File: config.mk
export PLATFORM = sky130hd
export DESIGN_NAME = string_escape_encoder_top
export DESIGN_NICKNAME = d
export VERILOG_FILES = /design/src/hdl/sse_pkg.sv /design/src/hdl/sse_front.sv /design/src/hdl/sse_queue.sv /design/src/hdl/sse_back.sv /design/src/hdl/string_escape_encoder_top.sv
export SDC_FILE = /design/constraint.sdc
export NUM_CORES = 1
export LEC_CHECK = 0
export ABC_AREA = 1
export BUFFER_PORTS_ARGS = -buffer_cell sky130_fd_sc_hd__buf_2
export CAP_MARGIN = 30
export CORE_ASPECT_RATIO = 1.75
export CORE_MARGIN = 3
export CORE_UTILIZATION = 29
export DETAILED_ROUTE_END_ITERATION = 8
export PLACE_DENSITY = 0.42
export SLEW_MARGIN = 20
export SYNTH_ARGS = -nofsm -noshare
export SYNTH_HDL_FRONTEND = slang
export SYNTH_HIERARCHICAL = 1
export SYNTH_SLANG_ARGS = --single-unit
export TNS_END_PERCENT = 100
File: constraint.sdc
create_clock -name clk -period 4.1 [get_ports clk]
set_input_delay 0.205 -clock clk [delete_from_list [all_inputs] [get_ports clk]]
set_output_delay 0.205 -clock clk [all_outputs]
set_load 0.01 [all_outputs]
File: src/hdl/sse_pkg.sv
`timescale 1ns / 1ps
// ----------------------------------------------------------------------------
// sse_pkg
// Shared types and constants for the string escape encoder: format codes,
// escape kinds, the queue entry and the escape run tables.
// ----------------------------------------------------------------------------
package sse_pkg;

  localparam logic [1:0] FMT_XML   = 2'd0;
  localparam logic [1:0] FMT_TCL   = 2'd1;
  localparam logic [1:0] FMT_JSON  = 2'd2;
  localparam logic [1:0] FMT_PLAIN = 2'd3;

  localparam logic [7:0] CH_QUOTE  = 8'h22;
  localparam logic [7:0] CH_APOS   = 8'h27;
  localparam logic [7:0] CH_LT     = 8'h3C;
  localparam logic [7:0] CH_GT     = 8'h3E;
  localparam logic [7:0] CH_AMP    = 8'h26;
  localparam logic [7:0] CH_LBRACE = 8'h7B;
  localparam logic [7:0] CH_RBRACE = 8'h7D;
  localparam logic [7:0] CH_BSLASH = 8'h5C;
  localparam logic [7:0] CH_SLASH  = 8'h2F;
  localparam logic [7:0] CH_TAB    = 8'h09;
  localparam logic [7:0] CH_BS     = 8'h08;
  localparam logic [7:0] CH_LF     = 8'h0A;
  localparam logic [7:0] CH_CR     = 8'h0D;

  typedef enum logic [2:0] {
    ESC_COPY,
    ESC_QUOT,
    ESC_APOS,
    ESC_LT,
    ESC_GT,
    ESC_AMP,
    ESC_BSL
  } esc_kind_t;

  // ch holds the copied byte, or the byte after the backslash for ESC_BSL
  typedef struct packed {
    esc_kind_t  kind;
    logic [7:0] ch;
    logic       last;
  } sse_entry_t;

  function automatic logic [2:0] esc_len(input esc_kind_t kind);
    logic [2:0] n;
    unique case (kind)
      ESC_COPY: n = 3'd1;
      ESC_QUOT: n = 3'd6;
      ESC_APOS: n = 3'd6;
      ESC_LT:   n = 3'd4;
      ESC_GT:   n = 3'd4;
      ESC_AMP:  n = 3'd5;
      ESC_BSL:  n = 3'd2;
      default:  n = 3'd1;
    endcase
    return n;
  endfunction

  function automatic logic [7:0] esc_byte(input sse_entry_t e, input logic [2:0] idx);
    logic [7:0] b;
    b = e.ch;
    unique case (e.kind)
      ESC_COPY: b = e.ch;
      ESC_QUOT: begin
        unique case (idx)
          3'd0: b = "&";
          3'd1: b = "q";
          3'd2: b = "u";
          3'd3: b = "o";
          3'd4: b = "t";
          default: b = ";";
        endcase
      end
      ESC_APOS: begin
        unique case (idx)
          3'd0: b = "&";
          3'd1: b = "a";
          3'd2: b = "p";
          3'd3: b = "o";
          3'd4: b = "s";
          default: b = ";";
        endcase
      end
      ESC_LT: begin
        unique case (idx)
          3'd0: b = "&";
          3'd1: b = "l";
          3'd2: b = "t";
          default: b = ";";
        endcase
      end
      ESC_GT: begin
        unique case (idx)
          3'd0: b = "&";
          3'd1: b = "g";
          3'd2: b = "t";
          default: b = ";";
        endcase
      end
      ESC_AMP: begin
        unique case (idx)
          3'd0: b = "&";
          3'd1: b = "a";
          3'd2: b = "m";
          3'd3: b = "p";
          default: b = ";";
        endcase
      end
      ESC_BSL: b = (idx == 3'd0) ? CH_BSLASH : e.ch;
      default: b = e.ch;
    endcase
    return b;
  endfunction

endpackage

File: src/hdl/sse_front.sv
`timescale 1ns / 1ps
`default_nettype none
// ----------------------------------------------------------------------------
// sse_front
// Holds the format register and classifies each incoming byte into an
// escape kind for the queue.
// ----------------------------------------------------------------------------
module sse_front (
  input  wire                  clk,
  input  wire                  rst,
  input  wire                  cfg_valid,
  input  wire  [1:0]           cfg_data,
  input  wire  [7:0]           data_byte,
  input  wire                  string_end,
  output sse_pkg::sse_entry_t  entry
);

  logic [1:0] output_format;

  always_ff @(posedge clk) begin
    if (rst) begin
      output_format <= sse_pkg::FMT_PLAIN;
    end else if (cfg_valid) begin
      output_format <= cfg_data;
    end
  end

  always_comb begin
    entry.kind = sse_pkg::ESC_COPY;
    entry.ch   = data_byte;
    entry.last = string_end;
    unique case (output_format)
      sse_pkg::FMT_XML: begin
        unique case (data_byte)
          sse_pkg::CH_QUOTE: entry.kind = sse_pkg::ESC_QUOT;
          sse_pkg::CH_APOS:  entry.kind = sse_pkg::ESC_APOS;
          sse_pkg::CH_LT:    entry.kind = sse_pkg::ESC_LT;
          sse_pkg::CH_GT:    entry.kind = sse_pkg::ESC_GT;
          sse_pkg::CH_AMP:   entry.kind = sse_pkg::ESC_AMP;
          default:           entry.kind = sse_pkg::ESC_COPY;
        endcase
      end
      sse_pkg::FMT_TCL: begin
        if (data_byte == sse_pkg::CH_QUOTE || data_byte == sse_pkg::CH_LBRACE ||
            data_byte == sse_pkg::CH_RBRACE) begin
          entry.kind = sse_pkg::ESC_BSL;
        end
      end
      sse_pkg::FMT_JSON: begin
        unique case (data_byte)
          sse_pkg::CH_QUOTE,
          sse_pkg::CH_BSLASH,
          sse_pkg::CH_SLASH: entry.kind = sse_pkg::ESC_BSL;
          sse_pkg::CH_TAB: begin
            entry.kind = sse_pkg::ESC_BSL;
            entry.ch   = "t";
          end
          sse_pkg::CH_BS: begin
            entry.kind = sse_pkg::ESC_BSL;
            entry.ch   = "b";
          end
          sse_pkg::CH_LF: begin
            entry.kind = sse_pkg::ESC_BSL;
            entry.ch   = "n";
          end
          sse_pkg::CH_CR: begin
            entry.kind = sse_pkg::ESC_BSL;
            entry.ch   = "r";
          end
          default: entry.kind = sse_pkg::ESC_COPY;
        endcase
      end
      default: entry.kind = sse_pkg::ESC_COPY;
    endcase
  end

endmodule
`default_nettype wire

File: src/hdl/sse_queue.sv
`timescale 1ns / 1ps
`default_nettype none
// ----------------------------------------------------------------------------
// sse_queue
// Short first-word-fall-through queue of classified items between the
// front and back parts.
// ----------------------------------------------------------------------------
module sse_queue #(
  parameter int DEPTH = 4
) (
  input  wire                  clk,
  input  wire                  rst,
  input  wire                  wr_en,
  input  sse_pkg::sse_entry_t  wr_data,
  output logic                 q_full,
  input  wire                  rd_en,
  output sse_pkg::sse_entry_t  rd_data,
  output logic                 q_empty
);

  localparam int PW = (DEPTH > 1) ? $clog2(DEPTH) : 1;
  localparam int CW = $clog2(DEPTH + 1);
  localparam logic [PW-1:0] LAST_PTR = PW'(DEPTH - 1);
  localparam logic [CW-1:0] FULL_CNT = CW'(DEPTH);

  sse_pkg::sse_entry_t slots [DEPTH];
  logic [PW-1:0] wr_ptr;
  logic [PW-1:0] rd_ptr;
  logic [CW-1:0] count;
  logic          do_wr;
  logic          do_rd;

  assign q_full  = (count == FULL_CNT);
  assign q_empty = (count == '0);
  assign do_wr   = wr_en && !q_full;
  assign do_rd   = rd_en && !q_empty;
  assign rd_data = slots[rd_ptr];

  always_ff @(posedge clk) begin
    if (do_wr) begin
      slots[wr_ptr] <= wr_data;
    end
  end

  always_ff @(posedge clk) begin
    if (rst) begin
      wr_ptr <= '0;
      rd_ptr <= '0;
      count  <= '0;
    end else begin
      if (do_wr) begin
        wr_ptr <= (wr_ptr == LAST_PTR) ? '0 : wr_ptr + 1'b1;
      end
      if (do_rd) begin
        rd_ptr <= (rd_ptr == LAST_PTR) ? '0 : rd_ptr + 1'b1;
      end
      if (do_wr && !do_rd) begin
        count <= count + 1'b1;
      end else if (do_rd && !do_wr) begin
        count <= count - 1'b1;
      end
    end
  end

endmodule
`default_nettype wire

File: src/hdl/sse_back.sv
`timescale 1ns / 1ps
`default_nettype none
// ----------------------------------------------------------------------------
// sse_back
// Walks the head item's escape run one byte a cycle into the output
// register while pop takes each byte, releasing the item as its final byte is loaded.
// ----------------------------------------------------------------------------
module sse_back (
  input  wire                  clk,
  input  wire                  rst,
  input  sse_pkg::sse_entry_t  head,
  input  wire                  q_empty,
  output logic                 q_pop,
  input  wire                  pop,
  output logic                 empty,
  output logic [7:0]           out_byte,
  output logic                 run_last,
  output logic                 string_last
);

  logic       out_valid;
  logic [2:0] idx;
  logic       is_last;
  logic       load;

  assign is_last = (idx == sse_pkg::esc_len(head.kind) - 3'd1);
  assign load    = !q_empty && (!out_valid || pop);
  assign q_pop   = load && is_last;
  assign empty   = !out_valid;

  always_ff @(posedge clk) begin
    if (rst) begin
      out_valid <= 1'b0;
      idx       <= '0;
    end else if (load) begin
      out_valid <= 1'b1;
      idx       <= is_last ? 3'd0 : idx + 3'd1;
    end else if (pop) begin
      out_valid <= 1'b0;
    end
  end

  always_ff @(posedge clk) begin
    if (load) begin
      out_byte    <= sse_pkg::esc_byte(head, idx);
      run_last    <= is_last;
      string_last <= is_last && head.last;
    end
  end

endmodule
`default_nettype wire

File: src/hdl/string_escape_encoder_top.sv
`timescale 1ns / 1ps
`default_nettype none
// ----------------------------------------------------------------------------
// string_escape_encoder_top
// Escapes a byte stream for XML, TCL or JSON text, or copies it unchanged.
// ----------------------------------------------------------------------------
// Input channel: drive data_byte and string_end with push; an item is taken
// at a clock edge where push is high and full is low.
// Output channel: while empty is low, out_byte, run_last and string_last
// show the oldest byte; it is taken at an edge where pop is high.
// Each item expands to a run of 1 to 6 bytes; run_last marks the run's
// final byte and string_last echoes string_end on it.
// Configuration: cfg_data (format) is written when cfg_valid is high;
// cfg_ready is always high. Change it only while the block is drained.
// Each item is queued; at the queue head, with the output stage free, its
// first byte is loaded into the output register. One byte a cycle is emitted
// while pop is high, and copied bytes then stream at one item a cycle.
// The queue of QUEUE_DEPTH items absorbs the expansion; full rises when it
// fills. A stalled pop holds the current byte and back-pressures the queue.
// Reset empties the queue and output stage and selects plain copy.
// ----------------------------------------------------------------------------
module string_escape_encoder_top #(
  parameter int QUEUE_DEPTH = 4
) (
  input  wire        clk,
  input  wire        rst,
  input  wire        push,
  output logic       full,
  input  wire  [7:0] data_byte,
  input  wire        string_end,
  output logic       empty,
  input  wire        pop,
  output logic [7:0] out_byte,
  output logic       run_last,
  output logic       string_last,
  input  wire        cfg_valid,
  output logic       cfg_ready,
  input  wire  [1:0] cfg_data
);

  sse_pkg::sse_entry_t entry;
  sse_pkg::sse_entry_t head;
  logic                q_empty;
  logic                q_pop;

  assign cfg_ready = 1'b1;

  sse_front u_front (
    .clk        (clk),
    .rst        (rst),
    .cfg_valid  (cfg_valid),
    .cfg_data   (cfg_data),
    .data_byte  (data_byte),
    .string_end (string_end),
    .entry      (entry)
  );

  sse_queue #(
    .DEPTH (QUEUE_DEPTH)
  ) u_queue (
    .clk     (clk),
    .rst     (rst),
    .wr_en   (push),
    .wr_data (entry),
    .q_full  (full),
    .rd_en   (q_pop),
    .rd_data (head),
    .q_empty (q_empty)
  );

  sse_back u_back (
    .clk         (clk),
    .rst         (rst),
    .head        (head),
    .q_empty     (q_empty),
    .q_pop       (q_pop),
    .pop         (pop),
    .empty       (empty),
    .out_byte    (out_byte),
    .run_last    (run_last),
    .string_last (string_last)
  );

`ifndef SYNTHESIS
  a_string_last_on_run_end : assert property (@(posedge clk) disable iff (rst)
    !empty && string_last |-> run_last)
    else $error("string_last without run_last");

  a_run_continues : assert property (@(posedge clk) disable iff (rst)
    !empty && pop && !run_last |=> !empty)
    else $error("escape run broken by a gap");

  a_queue_full_not_empty : assert property (@(posedge clk) disable iff (rst)
    full |-> !q_empty)
    else $error("queue full and empty together");
`endif

endmodule
`default_nettype wire

After elaboration in Yosys (flattened, before gate mapping):

Memory sizes are Yosys's and may differ from the RTL's. A register that Yosys moved wholly into a read port is not among the register bits.
Cells that the tools add are included.

* memories: 1
* logic and storage cells: 93
* RAM bits: 48
* register bits: 23
* output and inout port bits: 13
* bits of input ports: 16

Memories
* u_queue.slots: words 4, width 12, read ports 1, clocked after memory_dff 1, write ports 1, RTL line sse_queue.sv:26 `sse_pkg::sse_entry_t slots [DEPTH];`

* reductions and logical operators: 23
* $add $sub $neg: 6
* muxes and demuxes: 25
* equal/unequal tests: 29

Operator list (number)
* 7-bit one-hot mux with 5 select lines: 2
* 8-bit by 6-bit == test with 1-bit output, second input constant: 6
* 8-bit one-hot mux with 6 select lines: 1
* 7-bit one-hot mux with 3 select lines: 2
* 8-bit by 4-bit == test with 1-bit output, second input constant: 4
* 8-bit one-hot mux with 4 select lines: 1
* 7-bit one-hot mux with 4 select lines: 1
* 8-bit by 7-bit == test with 1-bit output, second input constant: 3
* 8-bit 2-to-1 mux: 2
* 3-bit == test, second input constant: 5
* 3-bit 2-to-1 mux: 5
* 3-bit one-hot mux with 5 select lines: 1
* 3-bit by 2-bit == test with 1-bit output, second input constant: 4
* 3-bit one-hot mux with 4 select lines: 1
* 3-bit one-hot mux with 3 select lines: 1
* 2-bit 2-to-1 mux: 4
* 1-bit logical AND: 7
* 7-bit OR reduction: 1
* 3-bit by 1-bit adder with 3-bit output, second input constant: 2
* 2-bit == test, second input constant: 3
* 3-bit by 1-bit == test with 1-bit output, second input constant: 2
* 3-bit zero test: 2
* 3-bit by 1-bit subtractor with 3-bit output, second input constant: 2
* 1-bit zero test: 5
* other kinds (8): 16

Longest topological paths before layout:

Gate-level depths: netlist of run 1.

* depth in word-level cells: 10
* mapped depth: 27
* gate-level depth less buffers: 26

Hierarchy:

Netlist of run 1, hierarchy kept.

Modules (own cells, without submodules)
* sse_queue: cells an instance 187, seq. area each 1621.6 um^2, instances 1, area an instance 2285.9 um^2
* sse_back: cells an instance 161, seq. area each 380.4 um^2, instances 1, area an instance 1119.8 um^2
* sse_front: cells an instance 101, seq. area each 40.0 um^2, instances 1, area an instance 488.0 um^2
* string_escape_encoder_top: cells an instance 2, seq. area each 0.0 um^2, instances 1, area an instance 11.3 um^2

Worst setup path before layout of run 1:

OpenSTA, ideal clock, no wires.

* path type: reg-to-reg
* from: register with a tool-made name
* to: register u_queue.count[1]
* library setup time: 0.116 ns
* slack: 0.686 ns
* path buffers: 1
* required time: 3.984 ns
* cell stages (with the launch flop): 22
* period minus slack after synthesis: 3.414 ns
* arrival: 3.299 ns
* cell sequence: dfxtp_1 -> buf_4 -> o21ai_1 -> o22ai_1 -> nor2_2 -> a21oi_4 -> nand2_2 -> nand2_2 -> inv_1 -> ha_1 -> xor2_1 -> inv_1 -> nand3_1 -> a21oi_2 -> nand2_2 -> nor2_1 -> nand2_1 -> ha_1 -> inv_1 -> fa_1 -> o21ai_0 -> nor2_1

RTL lines
* end signal, assigned: RTL line sse_queue.sv:58 `count <= count + 1'b1;`
* end signal, assigned: RTL line sse_queue.sv:60 `count <= count - 1'b1;`
* end, declared: RTL line sse_queue.sv:29 `logic [CW-1:0] count;`

==> impl_results.md, run 1 <==
- GRT overflow: 0
- CP cell instances: inv_2 -> nor2_1 -> o22ai_1 -> nor2_2 -> a21oi_4 -> nand2_2 -> nand2_2 -> inv_1 -> ha_1 -> xor2_1 -> inv_1 -> nand3_1 -> a21oi_2 -> nand2_2 -> nor2_1 -> nand2_1 -> ha_1 -> inv_1 -> fa_1 -> o21ai_0 -> nor2_1
- Largest cells by area after synthesis: edfxtp_1, nand2_1, dfxtp_1, nor2_1, inv_1
- Die Y: 160 microns
- Clock slew at reported path FFs: 0.06 ns
- Minimum hold slack: 0.0951 ns
- Pwr Total: 3.61 mW
- Critical path fanouts, max: 10
- Worst-skew pair later-pin latency: 0.33 ns
- Hold path cells: 3
- Largest family of logic cells by synthesized area: simple AND/OR/NAND/NOR gates
- Hold endpoint: u_front/output_format[0]
- Worst vdd ir: 0.243 mV
- Multiplexer share of the synthesized area: 0%
- Top-area cell type share of the netlist area: 44.6%
- Max Fclk: 280 MHz
- Setup total negative slack: 0 ns
- Req. time, crit path: 4.32 ns
- CP max stage delay: 0.42 ns
- HPWL after detailed placement: 7460 microns
- Synth unique cells: 34
- CORE AREA: 13100 sq um
- Largest net degree at the start of global routing: 17
- Final setup fails: 0
- Pwr dens: 790 nW/um^2
- Crit share post-route: 87.2%
- Post-synthesis compound-gate area fraction: 11.2%
- Fin area: 4560 sq um
- LEAKAGE: 2.05 nW
- Setup bufs post-CTS: 0
- IO Port Bufs: 27
- DRC viols: 0
- Post-CTS Hold Buffers: 0
- Antenna-violating nets left: 0
- Number of max-cap violations: 0
- Cells after Synth: 451
- CTS buffer count: 9
- Die width: 93.7 microns
- Setup Skew: 0.00781 ns
- Mapped Area: 3900 sq um
- Ports: 29
- Most frequent cells in the layout: nand2_1, nor2_1, inv_1, edfxtp_1, buf_2
- Final setup margin: 0.524 ns
- Final Hold Viols: 0
- Post-DP Area: 4260 sq um
- Post-Synth XOR/XNOR Area: 0.673%
- H-tree depth: 3
- Gpl congestion: 0.930
- Root Buffer: clkbuf_16
- Sink Count: 73
- Resized cells post-CTS: 0
- #FFs+latches synth: 73
- Post-DR vias/cell: 4.53
- Worst path bufs/invs: 4
- Average size of a mapped cell: 8.66 sq um
- Post-synth top area cell: edfxtp_1
- Commonest non-fill, non-tap cell in the layout: nand2_1
- Max-slew violations: 0
- Yosys Warn Count: 6
- Clock tree buffer depth: 2
- Startpoint types: register
- Final nets: 520
- CP top delay family: compound AO/OA/AOI/OAI gates
- WL final: 9710 microns
- R2R Setup Slk: 0.52 ns
- RSZ-0062 raised after global routing: false
- Initial core utilization: 29.9%
- Via count: 3016
- CTS tree: yes
- # rows: 55
- Worst setup EP type: register
- Setup WS pre-CTS: 0.377 ns
- Critical-path top delay cell: fa_1
- Worst Reg-to-Reg Cells: 21
- 1st-iter DRT viols: 159
- R2r endpoint: u_queue/count[1]
- Initial antenna violation count: 0
- Mapped Nets: 481
- Total die area: 14900 sq um
- Hold Crit Class: in2reg
- Vias in the first global route: 3026
- First-pass GRT wire length: 15500 microns
- Min Tclk post-route: 3.58 ns
- Register area share after synthesis: 52.3%
- Fraction of the mapped netlist area in simple logic gates: 23.2%
- Area growth syn-to-layout: 16.9%
- N_diodes: 0
- Drt pass-1 iters: 4
- Hold path startpoint: cfg_data[0]
- FILL cells: 1377
- Wirelength per Cell: 14.6 microns
- Share of cells above drive strength 1: 16.4%
- Worst Setup Path Type: reg2reg
- Overall Global Routing Usage: 13.6%
- Outcome: finished clean
- Arr. time, crit path: 3.80 ns
- Synth Area in Adders: 4.68%
worst register-to-register path, delay by kind of cell (launching register included):
kind,cells,cell delay (ns)
simple gates,9,0.90
fa+ha+maj,3,0.82
buf+inv,4,0.34
compound gates,4,0.90
xor+xnor,1,0.15
flops,1,0.37
power breakdown:
group | internal [mW] | switching (mW) | total [mW]
combinational | 0.581 | 1.16 | 1.74
sequential | 1.02 | 0.0785 | 1.10
clock | 0.467 | 0.296 | 0.763
Yosys cell counts:
| cell type | instances |
|---|---|
| nor3_4 | 1 |
| fa_1 | 1 |
| dfxtp_1 | 15 |
| a21oi_1 | 14 |
| nor4_1 | 1 |
| nor2_1 | 77 |
| o22ai_1 | 12 |
| ha_1 | 13 |
| inv_1 | 58 |
| buf_6 | 2 |
| a211oi_1 | 3 |
| nand2_1 | 82 |
| nor2_2 | 5 |
| a21oi_2 | 1 |
| o21ai_0 | 25 |
| xor2_1 | 2 |
| and2_1 | 1 |
| a21oi_4 | 1 |
| edfxtp_1 | 58 |
| nand4_1 | 5 |
| a31oi_1 | 1 |
| buf_4 | 4 |
| buf_2 | 2 |
| nand2_2 | 11 |
| o21ai_1 | 19 |
| nand3b_1 | 4 |
| nor2_4 | 2 |
| clkbuf_1 | 1 |
| nand3_1 | 19 |
| o21bai_1 | 1 |
| conb_1 | 1 |
| o2111ai_1 | 1 |
| xnor2_1 | 1 |
| inv_2 | 7 |
sequential cells by signal, summed over array words and instances, names as in the netlist, named ones only:
register               cells
u_queue/slots             48
u_back/out_byte            8
u_back/idx                 3
u_queue/count              3
u_front/output_format      2
u_queue/rd_ptr             2
u_queue/wr_ptr             2
u_back/out_valid           1
u_back/run_last            1
u_back/string_last         1
cells by family (layout without fill, tap and decap cells):
group	Yosys count	after routing
AOI/OAI and AO/OA	78	78
xor gates and xnor gates	3	3
adders and majority gates	14	14
buffers and inverters	74	118
DFF	73	73
other	1	1
and+or+nand+nor	208	208
worst max path at each step:
| stage | cells past startpoint | slack (ns) | from | to |
|---|---|---|---|---|
| finish | 21 | 0.52 | register | u_queue/count[1] |
| global route | 21 | 0.09 | register | u_queue/count[1] |
| CTS | 22 | 0.35 | register | u_queue/count[1] |
| floorplan | 21 | 0.69 | register | u_queue/count[1] |
| detailed placement | 22 | 0.38 | register | u_queue/count[1] |
| global placement | 20 | 0.50 | register | u_queue/count[1] |
through the flow:
stage	utilization, %	instances
final	34.9	666
after global routing	34.9	666
after CTS	34.8	666
after detailed placement	32.6	650
after global placement	32.6	650
after floorplan	-	451
per-layer routing:
metal / global-route usage, % / vias to the layer above / share of wire [%]
li1: - / 1568 / -
met1: 13.4 / 1380 / 37
met2: 26.5 / 48 / 58
met3: 1.80 / 20 / 2.0
met4: 6.90 / 0 / 2.8
met5: 0 / - / 0
cell type report:
class,count,area (sq um),area share (%)
well taps,171,214,4.69
inverters,65,244,5.35
repair buffers,37,210,4.61
multi-input cells,304,1570,34.3
clock inverters,6,58.8,1.29
clock buffers,10,229,5.02
flip-flops and latches,73,2040,44.8
Power figures use the tool's default switching activity.
==> run 2: changes to the inputs <==
ABC_CLOCK_PERIOD_IN_PS = 4100   (was default)
CELL_PAD_IN_SITES_DETAIL_PLACEMENT = 0   (was default)
CELL_PAD_IN_SITES_GLOBAL_PLACEMENT = 1   (was default)
PLACE_DENSITY = default   (was 0.42)
PLACE_DENSITY_LB_ADDON = 0.08   (was default)
==> run 2 against run 1 <==
Non-clock buffer count decreased by 2. Core utilization is 0.25 points lower. Sequential power barely moved. Critical path type unchanged. Flip-flop and latch count unchanged.
==> impl_results.md, run 2 (synthesized netlist as in run 1, its figures left out) <==
- Area growth syn-to-layout: 16.1%
- Arr. time, crit path: 3.86 ns
- Least-Margin Pin Slew: 0.760 ns
- # rows: 55
- Max reg flops: 48
- CTS buffer count: 9
- Hold Crit Class: in2reg
- Outcome: finished clean
- Worst vdd ir: 0.224 mV
- Crit share post-route: 88.7%
- Largest Register: u_queue/slots
- N_diodes: 0
- Worst Setup Path Type: reg2reg
- Req. time, crit path: 4.32 ns
- RSZ-0062 raised after global routing: false
- Commonest non-fill, non-tap cell in the layout: nand2_1
- 1st-iter DRT viols: 151
- WL final: 9410 microns
- LEAKAGE: 2.03 nW
- Initial antenna violation count: 0
- DRC viols: 0
- Number of max-cap violations: 0
- Final Hold Viols: 0
- Overall Global Routing Usage: 13.2%
- Max-slew violations: 0
- FILL cells: 1386
- H-tree depth: 3
- IO Port Bufs: 27
- Total die area: 14900 sq um
- Share of cells above drive strength 1: 16.4%
- Clock tree buffer depth: 2
- Pwr dens: 778 nW/um^2
- Min Tclk post-route: 3.64 ns
- Post-DR vias/cell: 4.61
- GRT overflow: 0
- First-pass GRT wire length: 15100 microns
- Normalized max-slew margin: 49.3%
- Final setup margin: 0.465 ns
- Startpoint types: register
- Max Fclk: 275 MHz
- Largest net degree at the start of global routing: 15
- Antenna-violating nets left: 0
- Clock slew at reported path FFs: 0.06 ns
- Setup total negative slack: 0 ns
- Vias in the first global route: 3121
- CTS tree: yes
- CORE AREA: 13100 sq um
- Gpl congestion: 0.818
- Wirelength per Cell: 14.2 microns
- Sink Count: 73
- HPWL after detailed placement: 7330 microns
- Biggest regs: u_queue/slots: 48 flops, u_back/out_byte: 8 flops
- Worst setup EP type: register
- Final nets: 518
- Critical path fanouts, max: 12
- Root Buffer: clkbuf_16
- Setup WS pre-CTS: 0.258 ns
- Initial core utilization: 29.9%
- Die width: 93.7 microns
- Via count: 3064
- Worst-skew pair later-pin latency: 0.33 ns
- Pwr Total: 3.52 mW
- Setup Skew: 0.0102 ns
- Final setup fails: 0
- Ports: 29
- Drt pass-1 iters: 5
- Most frequent cells in the layout: nand2_1, nor2_1, inv_1, edfxtp_1, buf_2
- Die Y: 160 microns
run 2: layout make-up:
cell class	count	area, sq um	area share (%)
sequential	73	2040	45.1
multi-input combinational	304	1570	34.6
clock buffer	12	246	5.44
inverter	65	244	5.38
tap	171	214	4.72
timing repair buffer	35	195	4.31
clock inverter	4	18.8	0.414
run 2: critical path, cell delays in order, from the launching register on:
cell and delay, ns:
dfxtp_2 0.37, inv_2 0.16, nor2_1 0.06, o22ai_1 0.33
nor2_2 0.11, a21oi_4 0.24, nand2_2 0.12, nand2_2 0.08
inv_1 0.04, ha_1 0.19, xor2_1 0.15, inv_1 0.07
nand3_1 0.09, a21oi_2 0.16, nand2_2 0.10, nor2_1 0.19
nand2_1 0.13, ha_1 0.21, inv_1 0.09, fa_1 0.41
o21ai_0 0.17, nor2_1 0.05
run 2: per-stage QoR:
| stage | cell area, sq um | util (%) | hold slack (ns) | std cells |
|---|---|---|---|---|
| after floorplan | 3910 | - | 0.274 | 451 |
| after global placement | 4250 | 32.5 | 0.419 | 648 |
| after detailed placement | 4250 | 32.5 | 0.421 | 648 |
| after CTS | 4520 | 34.6 | 0.0670 | 664 |
| after global routing | 4530 | 34.7 | 0.0853 | 664 |
| final | 4530 | 34.7 | 0.0853 | 664 |
run 2: worst paths after layout:
kind | slack (ns) | depth (start not counted) | endpoint | startpoint
setup / recovery | 0.46 | 21 | u_queue/count[1] | register
hold / removal | 0.09 | 3 | u_front/output_format[0] | cfg_data[0]
setup reg to reg | 0.46 | 21 | u_queue/count[1] | register
hold reg to reg | 0.48 | 2 | u_front/output_format[1] | u_front/output_format[1]
run 2: power by group:
| part | internal (mW) | switching (mW) |
|---|---|---|
| registers | 1.03 | 0.0827 |
| logic | 0.578 | 1.14 |
| clock network | 0.421 | 0.276 |
| total | 2.02 | 1.50 |
run 2: repair_timing:
item / CTS / global route
resized for setup: 0 / 3
hold buffers: 0 / 0
setup endpoints to repair: 0 / 2
setup buffers: 0 / 0
run 2: layer usage:
| metal | global-route usage (%) | up-vias | part of all wire (%) | wire length (microns) |
|---|---|---|---|---|
| met2 | 25.1 | 64 | 57 | 5360 |
| li1 | - | 1561 | - | - |
| met4 | 8.15 | 0 | 4.0 | 379 |
| met5 | 0 | - | 0 | 0 |
| met3 | 2.32 | 26 | 2.4 | 227 |
| met1 | 12.5 | 1413 | 37 | 3440 |
==> run 3: changes to the inputs <==
ABC_AREA = default   (was 1)
==> run 3 against run 2 <==
Via count fell by 14%. Core utilization increased by 0.11 points. Clock power up 26%.
==> impl_results.md, run 3 <==
- Outcome: finished clean
- Total die area: 15200 sq um
- Fin area: 4570 sq um
- RSZ-0062 raised after global routing: false
- Final nets: 382
- Vias in the first global route: 2685
- #FFs+latches synth: 73
- Pwr dens: 671 nW/um^2
- DRC viols: 0
- GRT overflow: 0
- CP max stage delay: 0.69 ns
- Ports: 29
- Max-slew violations: 0
- Setup WS pre-CTS: 0.264 ns
- Wirelength per Cell: 17.0 microns
- Root Buffer: clkbuf_16
- Top-area cell type share of the netlist area: 44.0%
- Max Fclk: 263 MHz
- Startpoint types: register
- Overall Global Routing Usage: 12.6%
- Crit share post-route: 92.6%
- Mapped Area: 3960 sq um
- Initial antenna violation count: 0
- Setup Skew: 0.00796 ns
- CP top delay family: adder cells
- Worst vdd ir: 0.206 mV
- Pwr Total: 3.06 mW
- Largest cells by area after synthesis: edfxtp_1, dfxtp_1, mux4_2, ha_1, a21oi_1
- First-pass GRT wire length: 14600 microns
- Most frequent cells in the layout: edfxtp_1, buf_2, a21oi_1, nor2_1
- Number of synthesized flops with an enable pin: 58
- Critical path fanouts, max: 14
- Share of cells above drive strength 1: 23.2%
- IO Port Bufs: 27
- Cell with the most instances after synthesis: edfxtp_1
- Largest Register: u_queue/slots
- HPWL after detailed placement: 6770 microns
- WL final: 9000 microns
- Area growth syn-to-layout: 15.3%
- LEAKAGE: 1.61 nW
- Worst Setup Path Type: reg2reg
- Register area share after synthesis: 51.5%
- CORE AREA: 13100 sq um
- Drt pass-1 iters: 4
- Worst-skew pair later-pin latency: 0.33 ns
- Req. time, crit path: 4.36 ns
- Post-synth top area cell: edfxtp_1
- Post-DR vias/cell: 4.99
- Gpl congestion: 0.765
- Setup total negative slack: 0 ns
- Synth unique cells: 74
- Yosys Warn Count: 6
- Clock tree buffer depth: 2
- FILL cells: 1334
- Top cells by count, synth: edfxtp_1, a21oi_1, nor2_1
- Largest net degree at the start of global routing: 18
- Hold endpoint: u_front/output_format[0]
- Max reg flops: 48
- CTS tree: yes
- Die width: 94.4 microns
- Hold path startpoint: cfg_data[0]
- Mapped Nets: 362
- Final Hold Viols: 0
- Antenna-violating nets left: 0
- Post-DP Area: 4230 sq um
- R2r endpoint: u_queue/count[2]
- Clock slew at reported path FFs: 0.06 ns
- Final Util: 34.8%
- Hold Crit Class: in2reg
- Least-Margin Pin Slew: 0.616 ns
- Sink Count: 73
- Average size of a mapped cell: 11.9 sq um
- Setup bufs post-CTS: 0
- Worst Reg-to-Reg Cells: 13
- H-tree depth: 3
- 1st-iter DRT viols: 62
- Biggest regs: u_queue/slots: 48 flops, u_back/out_byte: 8 flops
- Number of max-cap violations: 0
- Normalized max-slew margin: 57.9%
- Hold path cells: 2
- Post-CTS Hold Buffers: 0
- Arr. time, crit path: 4.06 ns
- CP cell instances: mux4_2 -> nor2b_1 -> a21oi_1 -> ha_1 -> xnor2_1 -> nor4_1 -> o31ai_2 -> ha_1 -> inv_1 -> fa_1 -> xor2_1 -> or3_2 -> a21oi_1
- N_diodes: 0
- FFs w/ async S/R, synth: 0%
- Min Tclk post-route: 3.80 ns
- Critical-path top delay cell: mux4_2
- Initial core utilization: 30.1%
- Final setup fails: 0
- # rows: 55
- Commonest non-fill, non-tap cell in the layout: edfxtp_1
- Worst setup EP type: register
- Via count: 2635
- Cells after Synth: 332
- Worst path bufs/invs: 1
- CTS buffer count: 9
- Final setup margin: 0.303 ns
- Ys flop type: edfxtp_1
- Die Y: 161 microns
- R2R Setup Slk: 0.30 ns
- Resized cells post-CTS: 0
[run 3: changes by cell type after synthesis, sizes merged, moves of 7 or more]
cell    change
nand3      -14
or3         +8
mux4       +12
nor3        +7
clkbuf      +9
nand2      -78
nor2b       +8
o22ai       -8
inv        -53
o21ai      -34
buf         +7
nand2b     +11
nor2       -62
[run 3: routing by layer]
| layer | up-vias | wire [microns] | global-route usage [%] |
|---|---|---|---|
| met5 | - | 0 | 0 |
| met4 | 0 | 169 | 5.33 |
| met3 | 12 | 198 | 2.25 |
| met2 | 40 | 5230 | 23.9 |
| met1 | 1293 | 3410 | 13.3 |
| li1 | 1290 | - | - |
[run 3: power by group]
part           switching [mW]  internal [mW]
Sequential             0.0712          0.993
Clock                   0.303          0.574
Combinational           0.681          0.443
Total                    1.05           2.01
[run 3: worst max-delay path by stage]
stage	startpoint	cells past startpoint	endpoint	slack [ns]
after CTS	register	13	u_queue/count[2]	0.26
after detailed placement	register	13	u_queue/count[2]	0.26
after global placement	register	13	u_queue/count[2]	0.31
final	register	13	u_queue/count[2]	0.30
after global routing	register	13	u_queue/count[2]	0.05
after floorplan	register	16	u_queue/count[2]	0.23
[run 3: stage by stage]
step                cells  hold slack [ns]
finish                528           0.0740
CTS                   528           0.0608
detailed placement    512            0.413
global placement      512            0.407
global route          528           0.0800
floorplan             332            0.274
[run 3: worst reg2reg max path, delay by kind of cell, from the launching register on]
kind                     cells  cell delay (ns)
AO/OA/AOI/OAI                3             0.45
XOR/XNOR                     2             0.44
adder cells (fa/ha/maj)      3             0.90
buffers and inverters        1             0.06
flip-flops                   1             0.45
multiplexers                 1             0.69
AND/OR/NAND/NOR              3             0.73
[run 3: logic make-up after synthesis]
family	after synthesis	synth area share (%)
fa+ha+maj	14	4.61
flops	73	51.5
other cells	1	0.0946
xor+xnor	8	2.15
simple gates	106	15.6
compound gates	76	13.5
mux	16	7.83
buf+inv	38	4.70
[run 3: area by class of cell]
cell class / instances / area, sq um / area share [%]
clock buffers: 11 / 254 / 5.56
clock inverters: 5 / 85.1 / 1.86
inverters: 13 / 53.8 / 1.18
multi-input cells: 221 / 1730 / 37.9
flip-flops and latches: 73 / 2040 / 44.7
well taps: 171 / 214 / 4.68
repair buffers: 34 / 188 / 4.11
